### src/sv/mdf_pkg.sv
// ----------------------------------------------------------------------------
// mdf_pkg: shared types and constants for the mode deviation flagger
// Sizes, field widths, result kinds and the controller/datapath interface.
// ----------------------------------------------------------------------------
package mdf_pkg;

    localparam int MAX_SAMPLES  = 32;
    localparam int SPEED_LEVELS = 256;

    localparam int SPEED_W = 8;
    localparam int OCC_W   = 6;
    localparam int HIST_AW = $clog2(SPEED_LEVELS);
    localparam int SA_W    = $clog2(MAX_SAMPLES);
    localparam int CNT_W   = $clog2(MAX_SAMPLES + 1);

    localparam logic [SPEED_W-1:0] LIMIT_RESET = 8'd10;

    localparam logic KIND_MODE = 1'b0;
    localparam logic KIND_DEV  = 1'b1;

    typedef struct packed {
        logic load;        // word accepted this cycle
        logic scan_clr;    // restart histogram scan
        logic scan_rd;     // read histogram at scan address, advance
        logic mode_load;   // mode result into pending slot
        logic rp_clr;      // replay index to zero
        logic rp_rd;       // read sample store at replay index
        logic rp_adv;      // replay index + 1
        logic push_dev;    // pending to output, deviant sample to pending
        logic push_final;  // pending to output as final word, clear the set
    } mdf_cmd_t;

    typedef struct packed {
        logic scan_last;
        logic rp_done;
        logic dev_hit;
        logic out_free;
    } mdf_sts_t;

    function automatic logic [HIST_AW-1:0] sat_speed(input logic [SPEED_W-1:0] s);
        if (int'(s) >= SPEED_LEVELS) begin
            return HIST_AW'(SPEED_LEVELS - 1);
        end
        return HIST_AW'(s);
    endfunction

endpackage

### src/sv/mdf_ctrl.sv
// ----------------------------------------------------------------------------
// mdf_ctrl: sequencing controller
// Load, histogram scan, ordered replay of stored samples, final word.
// ----------------------------------------------------------------------------
module mdf_ctrl (
    input  logic              aclk,
    input  logic              aresetn,
    input  logic              s_valid,
    input  logic              s_last,
    output logic              s_ready,
    input  mdf_pkg::mdf_sts_t sts,
    output mdf_pkg::mdf_cmd_t cmd
);
    import mdf_pkg::*;

    localparam logic [2:0] ST_LOAD  = 3'd0;
    localparam logic [2:0] ST_FLUSH = 3'd1;
    localparam logic [2:0] ST_SCAN  = 3'd2;
    localparam logic [2:0] ST_SEND  = 3'd3;
    localparam logic [2:0] ST_MODE  = 3'd4;
    localparam logic [2:0] ST_RD    = 3'd5;
    localparam logic [2:0] ST_CHK   = 3'd6;
    localparam logic [2:0] ST_FIN   = 3'd7;

    logic [2:0] state_reg;
    logic [2:0] state_next;

    assign s_ready = (state_reg == ST_LOAD);

    always_comb begin
        state_next = state_reg;
        cmd        = '0;
        case (state_reg)
            ST_LOAD: begin
                cmd.load = s_valid;
                if (s_valid && s_last) begin
                    state_next = ST_FLUSH;
                end
            end
            ST_FLUSH: begin
                // last histogram write lands here
                cmd.scan_clr = 1'b1;
                state_next   = ST_SCAN;
            end
            ST_SCAN: begin
                cmd.scan_rd = 1'b1;
                if (sts.scan_last) begin
                    state_next = ST_SEND;
                end
            end
            ST_SEND: begin
                state_next = ST_MODE;
            end
            ST_MODE: begin
                cmd.mode_load = 1'b1;
                cmd.rp_clr    = 1'b1;
                state_next    = ST_RD;
            end
            ST_RD: begin
                if (sts.rp_done) begin
                    state_next = ST_FIN;
                end else begin
                    cmd.rp_rd  = 1'b1;
                    state_next = ST_CHK;
                end
            end
            ST_CHK: begin
                if (!sts.dev_hit) begin
                    cmd.rp_adv = 1'b1;
                    state_next = ST_RD;
                end else if (sts.out_free) begin
                    cmd.push_dev = 1'b1;
                    cmd.rp_adv   = 1'b1;
                    state_next   = ST_RD;
                end
            end
            ST_FIN: begin
                if (sts.out_free) begin
                    cmd.push_final = 1'b1;
                    state_next     = ST_LOAD;
                end
            end
            default: begin
                state_next = ST_LOAD;
            end
        endcase
    end

    always_ff @(posedge aclk) begin
        if (!aresetn) begin
            state_reg <= ST_LOAD;
        end else begin
            state_reg <= state_next;
        end
    end

endmodule

### src/sv/mdf_datapath.sv
// ----------------------------------------------------------------------------
// mdf_datapath: histogram, sample store, mode search and result registers
// Histogram RAM with valid bits and write forwarding; output word register.
// ----------------------------------------------------------------------------
module mdf_datapath (
    input  logic                        aclk,
    input  logic                        aresetn,
    input  logic                        cfg_we,
    input  logic [mdf_pkg::SPEED_W-1:0] cfg_wdata,
    input  logic [mdf_pkg::SPEED_W-1:0] s_speed,
    input  mdf_pkg::mdf_cmd_t           cmd,
    output mdf_pkg::mdf_sts_t           sts,
    input  logic                        m_ready,
    output logic                        m_valid,
    output logic                        m_kind,
    output logic [mdf_pkg::SPEED_W-1:0] m_value,
    output logic [mdf_pkg::OCC_W-1:0]   m_occurrences,
    output logic                        m_overflow,
    output logic                        m_end_of_run
);
    import mdf_pkg::*;

    logic [SPEED_W-1:0] store_mem [MAX_SAMPLES];
    logic [OCC_W-1:0]   hist_mem  [SPEED_LEVELS];
    logic [SPEED_LEVELS-1:0] hv_reg;

    logic [SPEED_W-1:0] limit_reg;
    logic [CNT_W-1:0]   count_reg;
    logic               dropped_reg;

    logic [HIST_AW-1:0] sat_idx;
    logic               has_room;
    logic               store_en;
    logic [HIST_AW-1:0] rd_addr;

    logic               ld_v_reg;
    logic [HIST_AW-1:0] ld_addr_reg;
    logic [OCC_W-1:0]   hist_q_reg;
    logic               hv_q_reg;
    logic               wr_v_reg;
    logic [HIST_AW-1:0] wr_addr_reg;
    logic [OCC_W-1:0]   wr_cnt_reg;
    logic [OCC_W-1:0]   base_cnt;
    logic [OCC_W-1:0]   new_cnt;

    logic [HIST_AW-1:0] scan_addr_reg;
    logic [HIST_AW-1:0] scan_addr_d_reg;
    logic               scan_v_reg;
    logic [OCC_W-1:0]   scan_cnt;
    logic [OCC_W-1:0]   best_reg;
    logic [HIST_AW-1:0] mode_reg;
    logic [SPEED_W-1:0] mode_val;

    logic [CNT_W-1:0]   idx_reg;
    logic [SPEED_W-1:0] st_q_reg;
    logic [SPEED_W-1:0] diff;

    logic               pend_kind_reg;
    logic [SPEED_W-1:0] pend_value_reg;
    logic [OCC_W-1:0]   pend_occ_reg;

    logic               m_valid_reg;
    logic               m_kind_reg;
    logic [SPEED_W-1:0] m_value_reg;
    logic [OCC_W-1:0]   m_occ_reg;
    logic               m_ovf_reg;
    logic               m_eor_reg;

    assign sat_idx  = sat_speed(s_speed);
    assign has_room = (count_reg < CNT_W'(MAX_SAMPLES));
    assign store_en = cmd.load && has_room;
    assign rd_addr  = cmd.scan_rd ? scan_addr_reg : sat_idx;

    // configuration
    always_ff @(posedge aclk) begin
        if (!aresetn) begin
            limit_reg <= LIMIT_RESET;
        end else if (cfg_we) begin
            limit_reg <= cfg_wdata;
        end
    end

    // set bookkeeping
    always_ff @(posedge aclk) begin
        if (!aresetn) begin
            count_reg   <= '0;
            dropped_reg <= 1'b0;
            ld_v_reg    <= 1'b0;
            wr_v_reg    <= 1'b0;
        end else begin
            if (cmd.push_final) begin
                count_reg   <= '0;
                dropped_reg <= 1'b0;
            end else if (store_en) begin
                count_reg <= count_reg + CNT_W'(1);
            end else if (cmd.load) begin
                dropped_reg <= 1'b1;
            end
            ld_v_reg <= store_en;
            wr_v_reg <= ld_v_reg;
        end
    end

    // sample store
    always_ff @(posedge aclk) begin
        if (store_en) begin
            store_mem[count_reg[SA_W-1:0]] <= SPEED_W'(sat_idx);
        end
        if (cmd.rp_rd) begin
            st_q_reg <= store_mem[idx_reg[SA_W-1:0]];
        end
    end

    // histogram read-modify-write, forward the previous write
    assign base_cnt = (wr_v_reg && (wr_addr_reg == ld_addr_reg)) ? wr_cnt_reg :
                      (hv_q_reg ? hist_q_reg : '0);
    assign new_cnt  = base_cnt + OCC_W'(1);

    always_ff @(posedge aclk) begin
        if (ld_v_reg) begin
            hist_mem[ld_addr_reg] <= new_cnt;
        end
        hist_q_reg  <= hist_mem[rd_addr];
        hv_q_reg    <= hv_reg[rd_addr];
        ld_addr_reg <= sat_idx;
        wr_addr_reg <= ld_addr_reg;
        wr_cnt_reg  <= new_cnt;
    end

    always_ff @(posedge aclk) begin
        if (!aresetn) begin
            hv_reg <= '0;
        end else if (cmd.push_final) begin
            hv_reg <= '0;
        end else if (ld_v_reg) begin
            hv_reg[ld_addr_reg] <= 1'b1;
        end
    end

    // mode search, ascending, strict compare
    assign scan_cnt = hv_q_reg ? hist_q_reg : '0;
    assign mode_val = SPEED_W'(mode_reg);

    always_ff @(posedge aclk) begin
        if (!aresetn) begin
            scan_v_reg <= 1'b0;
        end else begin
            scan_v_reg <= cmd.scan_rd;
        end
    end

    always_ff @(posedge aclk) begin
        scan_addr_d_reg <= scan_addr_reg;
        if (cmd.scan_clr) begin
            scan_addr_reg <= '0;
            best_reg      <= '0;
            mode_reg      <= '0;
        end else begin
            if (cmd.scan_rd) begin
                scan_addr_reg <= scan_addr_reg + HIST_AW'(1);
            end
            if (scan_v_reg && (scan_cnt > best_reg)) begin
                best_reg <= scan_cnt;
                mode_reg <= scan_addr_d_reg;
            end
        end
    end

    // replay
    assign diff = (st_q_reg > mode_val) ? (st_q_reg - mode_val) : (mode_val - st_q_reg);

    always_ff @(posedge aclk) begin
        if (cmd.rp_clr) begin
            idx_reg <= '0;
        end else if (cmd.rp_adv) begin
            idx_reg <= idx_reg + CNT_W'(1);
        end
    end

    // pending word and output register
    always_ff @(posedge aclk) begin
        if (cmd.mode_load) begin
            pend_kind_reg  <= KIND_MODE;
            pend_value_reg <= mode_val;
            pend_occ_reg   <= best_reg;
        end else if (cmd.push_dev) begin
            pend_kind_reg  <= KIND_DEV;
            pend_value_reg <= st_q_reg;
            pend_occ_reg   <= '0;
        end
        if (cmd.push_dev || cmd.push_final) begin
            m_kind_reg  <= pend_kind_reg;
            m_value_reg <= pend_value_reg;
            m_occ_reg   <= pend_occ_reg;
            m_ovf_reg   <= dropped_reg;
            m_eor_reg   <= cmd.push_final;
        end
    end

    always_ff @(posedge aclk) begin
        if (!aresetn) begin
            m_valid_reg <= 1'b0;
        end else if (cmd.push_dev || cmd.push_final) begin
            m_valid_reg <= 1'b1;
        end else if (m_ready) begin
            m_valid_reg <= 1'b0;
        end
    end

    assign sts.scan_last = (scan_addr_reg == HIST_AW'(SPEED_LEVELS - 1));
    assign sts.rp_done   = (idx_reg == count_reg);
    assign sts.dev_hit   = (diff > limit_reg);
    assign sts.out_free  = !m_valid_reg || m_ready;

    assign m_valid       = m_valid_reg;
    assign m_kind        = m_kind_reg;
    assign m_value       = m_value_reg;
    assign m_occurrences = m_occ_reg;
    assign m_overflow    = m_ovf_reg;
    assign m_end_of_run  = m_eor_reg;

endmodule

### src/sv/mode_deviation_flagger_core.sv
// ----------------------------------------------------------------------------
// mode_deviation_flagger_core: mode of a sample set and its outlying samples
// Input words carry one speed sample each, s_last closes the set. After the
// set, one mode word (kind 0) is sent, then every stored sample farther than
// the deviation limit from the mode (kind 1), in arrival order; the final
// word has m_end_of_run set. Samples past the store capacity are dropped and
// reported through m_overflow on every word of the set.
// Throughput: one input word per cycle while a set loads.
// After the last word: a flush, a scan of every histogram entry (one read
// port), the mode word, then a replay of each stored sample, which output
// stalls can pause, then the final word.
// s_ready is low from the last word until the final result enters the output
// register; the next set may then load while that word is still held.
// m_ready low holds the output word and pauses the replay at the next
// deviating sample. Reset clears the histogram valid bits at once, so no
// clearing pass is needed, and sets the limit to 10. cfg_we writes the
// limit; write it only while the block is idle.
// ----------------------------------------------------------------------------
module mode_deviation_flagger_core (
    input  logic                        aclk,
    input  logic                        aresetn,
    input  logic                        cfg_we,
    input  logic [mdf_pkg::SPEED_W-1:0] cfg_wdata,
    input  logic                        s_valid,
    output logic                        s_ready,
    input  logic [mdf_pkg::SPEED_W-1:0] s_speed,
    input  logic                        s_last,
    output logic                        m_valid,
    input  logic                        m_ready,
    output logic                        m_kind,
    output logic [mdf_pkg::SPEED_W-1:0] m_value,
    output logic [mdf_pkg::OCC_W-1:0]   m_occurrences,
    output logic                        m_overflow,
    output logic                        m_end_of_run
);
    import mdf_pkg::*;

    mdf_cmd_t cmd;
    mdf_sts_t sts;

    mdf_ctrl u_ctrl (
        .aclk    (aclk),
        .aresetn (aresetn),
        .s_valid (s_valid),
        .s_last  (s_last),
        .s_ready (s_ready),
        .sts     (sts),
        .cmd     (cmd)
    );

    mdf_datapath u_datapath (
        .aclk          (aclk),
        .aresetn       (aresetn),
        .cfg_we        (cfg_we),
        .cfg_wdata     (cfg_wdata),
        .s_speed       (s_speed),
        .cmd           (cmd),
        .sts           (sts),
        .m_ready       (m_ready),
        .m_valid       (m_valid),
        .m_kind        (m_kind),
        .m_value       (m_value),
        .m_occurrences (m_occurrences),
        .m_overflow    (m_overflow),
        .m_end_of_run  (m_end_of_run)
    );

endmodule
### config.mk
export PLATFORM = sky130hd
export DESIGN_NAME = mode_deviation_flagger_core
export DESIGN_NICKNAME = d
export VERILOG_FILES = /design/src/sv/mdf_pkg.sv /design/src/sv/mdf_ctrl.sv /design/src/sv/mdf_datapath.sv /design/src/sv/mode_deviation_flagger_core.sv
export SDC_FILE = /design/constraint.sdc
export NUM_CORES = 2
export LEC_CHECK = 0
export ABC_AREA = 1
export BUFFER_PORTS_ARGS = -buffer_cell sky130_fd_sc_hd__buf_2
export CAP_MARGIN = 20
export CORE_MARGIN = 2
export CORE_UTILIZATION = 60
export DETAILED_ROUTE_END_ITERATION = 12
export GPL_ROUTABILITY_DRIVEN = 0
export PLACE_DENSITY = 0.76
export SLEW_MARGIN = 30
export SYNTH_ARGS = -nofsm -noshare
export SYNTH_HDL_FRONTEND = slang
export SYNTH_SLANG_ARGS = --single-unit
### constraint.sdc
create_clock -name aclk -period 13.15 [get_ports aclk]
set_clock_uncertainty 0.2 [all_clocks]
set_input_delay 0.6575 -clock aclk [delete_from_list [all_inputs] [get_ports aclk]]
set_output_delay 0.6575 -clock aclk [all_outputs]
set_load 0.01 [all_outputs]
==> flow_results.xml <==
<?xml version="1.0" encoding="UTF-8"?>
<metrics>
  <group name="status">
    <metric name="outcome" unit="">finished clean</metric>
  </group>
  <group name="grt">
    <metric name="pin_count_of_the_biggest_net_entering_global_routing" unit="">215</metric>
    <metric name="globalRouteTotalUtil" unit="%">31.2</metric>
    <metric name="met1_usage" unit="%">41.7</metric>
    <metric name="grt_first_pass_wirelength" unit="mm">376</metric>
    <metric name="grt-ovfl-total" unit="">0</metric>
    <metric name="grt_pass1_vias" unit="">63670</metric>
    <metric name="initial_antenna_violation_count" unit="">8</metric>
    <metric name="grt_peak_use_layer" unit="">met2</metric>
    <metric name="global_route_met2_usage" unit="%">48.4</metric>
    <metric name="grt_use_met3" unit="%">6.84</metric>
  </group>
  <group name="critical_path">
    <metric name="timing.rr.start" unit="">u_ctrl.state_reg[1]</metric>
    <metric name="r2r.worst_path.cells" unit="">16</metric>
    <metric name="cp-endpoint" unit="">u_datapath.hist_q_reg[4]</metric>
    <metric name="crit_arrival" unit="ps">6530</metric>
    <metric name="critical_path.reg2reg.endpoint" unit="">u_datapath.hist_q_reg[4]</metric>
    <metric name="worst_ep_required_time" unit="ps">13680</metric>
    <metric name="startpoint_type" unit="">flop</metric>
    <metric name="cp-startpoint" unit="">u_ctrl.state_reg[1]</metric>
    <metric name="crit_path_max_fanout" unit="">89</metric>
    <metric name="path_class" unit="">reg -&gt; reg</metric>
    <metric name="timing.critical_path.to_type" unit="">flop</metric>
    <metric name="reg2reg_slack" unit="ps">7150</metric>
  </group>
  <group name="cells_and_area">
    <metric name="num-nets-final" unit="">8769</metric>
    <metric name="area_growth" unit="%">9.02</metric>
    <metric name="area.sequential" unit="µm²">61900</metric>
    <metric name="final_core_util" unit="%">65.8</metric>
    <metric name="largest_register_ffs" unit="">1536</metric>
    <metric name="multi_input_area" unit="µm²">25100</metric>
    <metric name="fin_area" unit="µm²">101000</metric>
    <metric name="drive_above_1_share" unit="%">5.56</metric>
    <metric name="fillerInstances" unit="">11342</metric>
  </group>
  <group name="die">
    <metric name="core" unit="µm²">154000</metric>
    <metric name="initial_utilization" unit="%">60.3</metric>
    <metric name="die-area" unit="µm²">158000</metric>
    <metric name="num_rows" unit="">144</metric>
    <metric name="die_w" unit="µm">397</metric>
    <metric name="floorplan.io_pins" unit="">41</metric>
    <metric name="fp.dieH" unit="µm">397</metric>
  </group>
  <group name="sta">
    <metric name="worst_slew_margin_rel" unit="%">24.5</metric>
    <metric name="min_period" unit="ps">6000</metric>
    <metric name="slew_at_the_pin_closest_to_its_max_slew_limit" unit="ps">1130</metric>
    <metric name="final_min_period_over_clock_period" unit="%">45.6</metric>
    <metric name="finalHoldViolCount" unit="">0</metric>
    <metric name="max_freq" unit="MHz">167</metric>
    <metric name="grt_setup_unrepaired" unit="">false</metric>
    <metric name="worst_slack_on_hold_paths" unit="ps">46.1</metric>
    <metric name="slew_viol_final" unit="">0</metric>
    <metric name="final-setup-viol-count" unit="">0</metric>
    <metric name="tns" unit="ps">0</metric>
  </group>
  <group name="logic_synthesis">
    <metric name="synth.yosys.seq_area_share" unit="%">66.6</metric>
    <metric name="synth_edf_count" unit="">1831</metric>
    <metric name="synthesis.instances" unit="">8903</metric>
    <metric name="ys_dominant_reg_cell" unit="">sky130_fd_sc_hd__edfxtp_1</metric>
    <metric name="ys_warn_count" unit="">0</metric>
    <metric name="synth_seq_cells" unit="">2175</metric>
    <metric name="postSynthNetCount" unit="">8963</metric>
    <metric name="synthesis.area_per_instance" unit="µm²">10.4</metric>
    <metric name="synth_top_area_share" unit="%">59.2</metric>
    <metric name="syn-cell-area" unit="µm²">92800</metric>
    <metric name="synth.top_cells.by_area" unit="">sky130_fd_sc_hd__edfxtp_1 (59%), sky130_fd_sc_hd__nand3_1 (7.5%), sky130_fd_sc_hd__dfxtp_1 (7.4%)</metric>
    <metric name="synth_most_common_cell" unit="">sky130_fd_sc_hd__edfxtp_1</metric>
    <metric name="biggest_area_consumer_among_synthesized_cells" unit="">sky130_fd_sc_hd__edfxtp_1</metric>
    <metric name="asyncSetResetFlopFracSynth" unit="%">0</metric>
    <metric name="synth.cells.most_frequent" unit="">sky130_fd_sc_hd__edfxtp_1 (1831), sky130_fd_sc_hd__nand2_1 (1720), sky130_fd_sc_hd__nand3_1 (1400)</metric>
    <metric name="post_synth_num_cell_types" unit="">46</metric>
  </group>
  <group name="clock_network">
    <metric name="cts_root_buf" unit="">sky130_fd_sc_hd__clkbuf_16</metric>
    <metric name="cts_hold_buf" unit="">20</metric>
    <metric name="cts.sink_count" unit="">2175</metric>
    <metric name="cts_htree_levels" unit="">4</metric>
    <metric name="tritoncts_buffer_count" unit="">209</metric>
    <metric name="clkTransAtPathRegs" unit="ps">60</metric>
    <metric name="post_cts_resize_count" unit="">0</metric>
    <metric name="tritoncts_clock_tree" unit="">done</metric>
    <metric name="cts_max_path_buffers" unit="">3</metric>
    <metric name="cts.repair_timing.setup_buffer_count" unit="">0</metric>
    <metric name="clock_insertion_delay_worst_skew" unit="ps">840</metric>
  </group>
  <group name="drt">
    <metric name="totalWireLength" unit="mm">249</metric>
    <metric name="first_iter_violations" unit="">9126</metric>
    <metric name="dr_total_vias" unit="">66227</metric>
    <metric name="vias_per_cell" unit="">6.05</metric>
    <metric name="route.antenna.remaining_nets" unit="">0</metric>
    <metric name="drt_pre_antenna_iters" unit="">8</metric>
    <metric name="drcViolationCount" unit="">0</metric>
    <metric name="average_detailed_routed_wire_length_per_instance" unit="µm">22.8</metric>
  </group>
  <group name="min_path">
    <metric name="hold_path.class" unit="">in -&gt; reg</metric>
  </group>
  <group name="place">
    <metric name="port-buffer-count" unit="">40</metric>
    <metric name="place.detailed.hpwl" unit="mm">135</metric>
    <metric name="dpl_cell_area" unit="µm²">94000</metric>
  </group>
  <group name="power">
    <metric name="power_leakage" unit="nW">37.7</metric>
    <metric name="power_density" unit="nW/µm²">206</metric>
    <metric name="irDropWorstVdd" unit="µV">185</metric>
  </group>
  <group name="job">
    <metric name="timing.max_cap.violations" unit="">0</metric>
  </group>
</metrics>
## power breakdown
part / switching, mW / internal [mW] / leakage (nW)
Combinational: 4.82 / 1.47 / 14.9
Clock: 2.59 / 3.46 / 3.41
Sequential: 0.0714 / 8.39 / 19.4
## per-stage QoR
stage	power, mW	instances	setup WS (ps)
6_report	20.8	10940	7150
5_1_grt	21.6	10936	6900
2_1_floorplan	12.9	8903	2230
3_3_place_gp	14.5	10517	7310
4_1_cts	20.7	10933	7250
3_5_place_dp	14.7	10519	7140
## metal layers
layer  routed length, µm  vias up
met5                 119        -
met4               13200       18
met3               28200      803
met2              114000     4042
met1               93700    31574
li1                    -    29790
## final cells by class
type	instances	area share, %
clock inverter	113	1.05
sequential	2175	61.1
timing repair buffer	153	1.32
tap	2044	2.53
clock buffer	281	5.76
antenna	4	0.00989
multi-input combinational	5259	24.8
inverter	911	3.41
## worst min-delay path by stage
| stage | endpoint | start | slack, ps | cells after the start |
|---|---|---|---|---|
| 2_1_floorplan | u_datapath.scan_addr_d_reg[2] | u_datapath.scan_addr_reg[2] | 150 | 0 |
| 3_3_place_gp | u_datapath.scan_addr_d_reg[5] | u_datapath.scan_addr_reg[5] | 160 | 0 |
| 3_5_place_dp | u_datapath.scan_addr_d_reg[2] | u_datapath.scan_addr_reg[2] | 170 | 0 |
| 4_1_cts | u_ctrl.state_reg[1] | s_last | 5 | 4 |
| 5_1_grt | u_ctrl.state_reg[1] | s_last | 50 | 4 |
| 6_report | u_ctrl.state_reg[1] | s_last | 50 | 4 |
## placed cells by master (no fill, tap or decap), types with 37 or more instances in the layout
master,netlist,final
sky130_fd_sc_hd__edfxtp_1,1831,1831
sky130_fd_sc_hd__nand2_1,1720,1714
sky130_fd_sc_hd__nand3_1,1400,1400
sky130_fd_sc_hd__nor2_1,990,989
sky130_fd_sc_hd__inv_1,901,897
sky130_fd_sc_hd__nand3b_1,441,441
sky130_fd_sc_hd__o21ai_0,353,350
sky130_fd_sc_hd__dfxtp_1,344,343
sky130_fd_sc_hd__clkbuf_16,0,212
sky130_fd_sc_hd__o211ai_1,106,106
sky130_fd_sc_hd__buf_4,26,74
sky130_fd_sc_hd__a21oi_1,59,59
sky130_fd_sc_hd__clkinv_2,0,45
sky130_fd_sc_hd__o22ai_1,42,42
sky130_fd_sc_hd__clkbuf_1,190,42
sky130_fd_sc_hd__buf_2,308,40
sky130_fd_sc_hd__clkinv_1,3,37
## worst max-delay path, cell delays in order, from the launching register on
cell	delay (ps)
sky130_fd_sc_hd__dfxtp_1	440
sky130_fd_sc_hd__inv_2	110
sky130_fd_sc_hd__nor2_4	130
sky130_fd_sc_hd__nand3_4	600
sky130_fd_sc_hd__nand2_8	740
sky130_fd_sc_hd__buf_4	830
sky130_fd_sc_hd__buf_4	720
sky130_fd_sc_hd__buf_4	790
sky130_fd_sc_hd__nand2_1	130
sky130_fd_sc_hd__nand3_1	110
sky130_fd_sc_hd__nand3_1	120
sky130_fd_sc_hd__nand3_1	160
sky130_fd_sc_hd__nand3_1	120
sky130_fd_sc_hd__nand3_1	160
sky130_fd_sc_hd__nand3_1	130
sky130_fd_sc_hd__nand3_1	110
sky130_fd_sc_hd__nand2_1	70
## cell families after synthesis
kind of cell	after synthesis	share of synthesized area [%]
and+or+nand+nor	4596	22.4
muxes	4	0.0458
buffers and inverters	1469	6.50
AOI/OAI and AO/OA	606	3.76
adders and majority gates	38	0.528
DFF	2175	66.6
xor gates and xnor gates	15	0.142
Note: power is estimated with default switching activity, not from simulation.
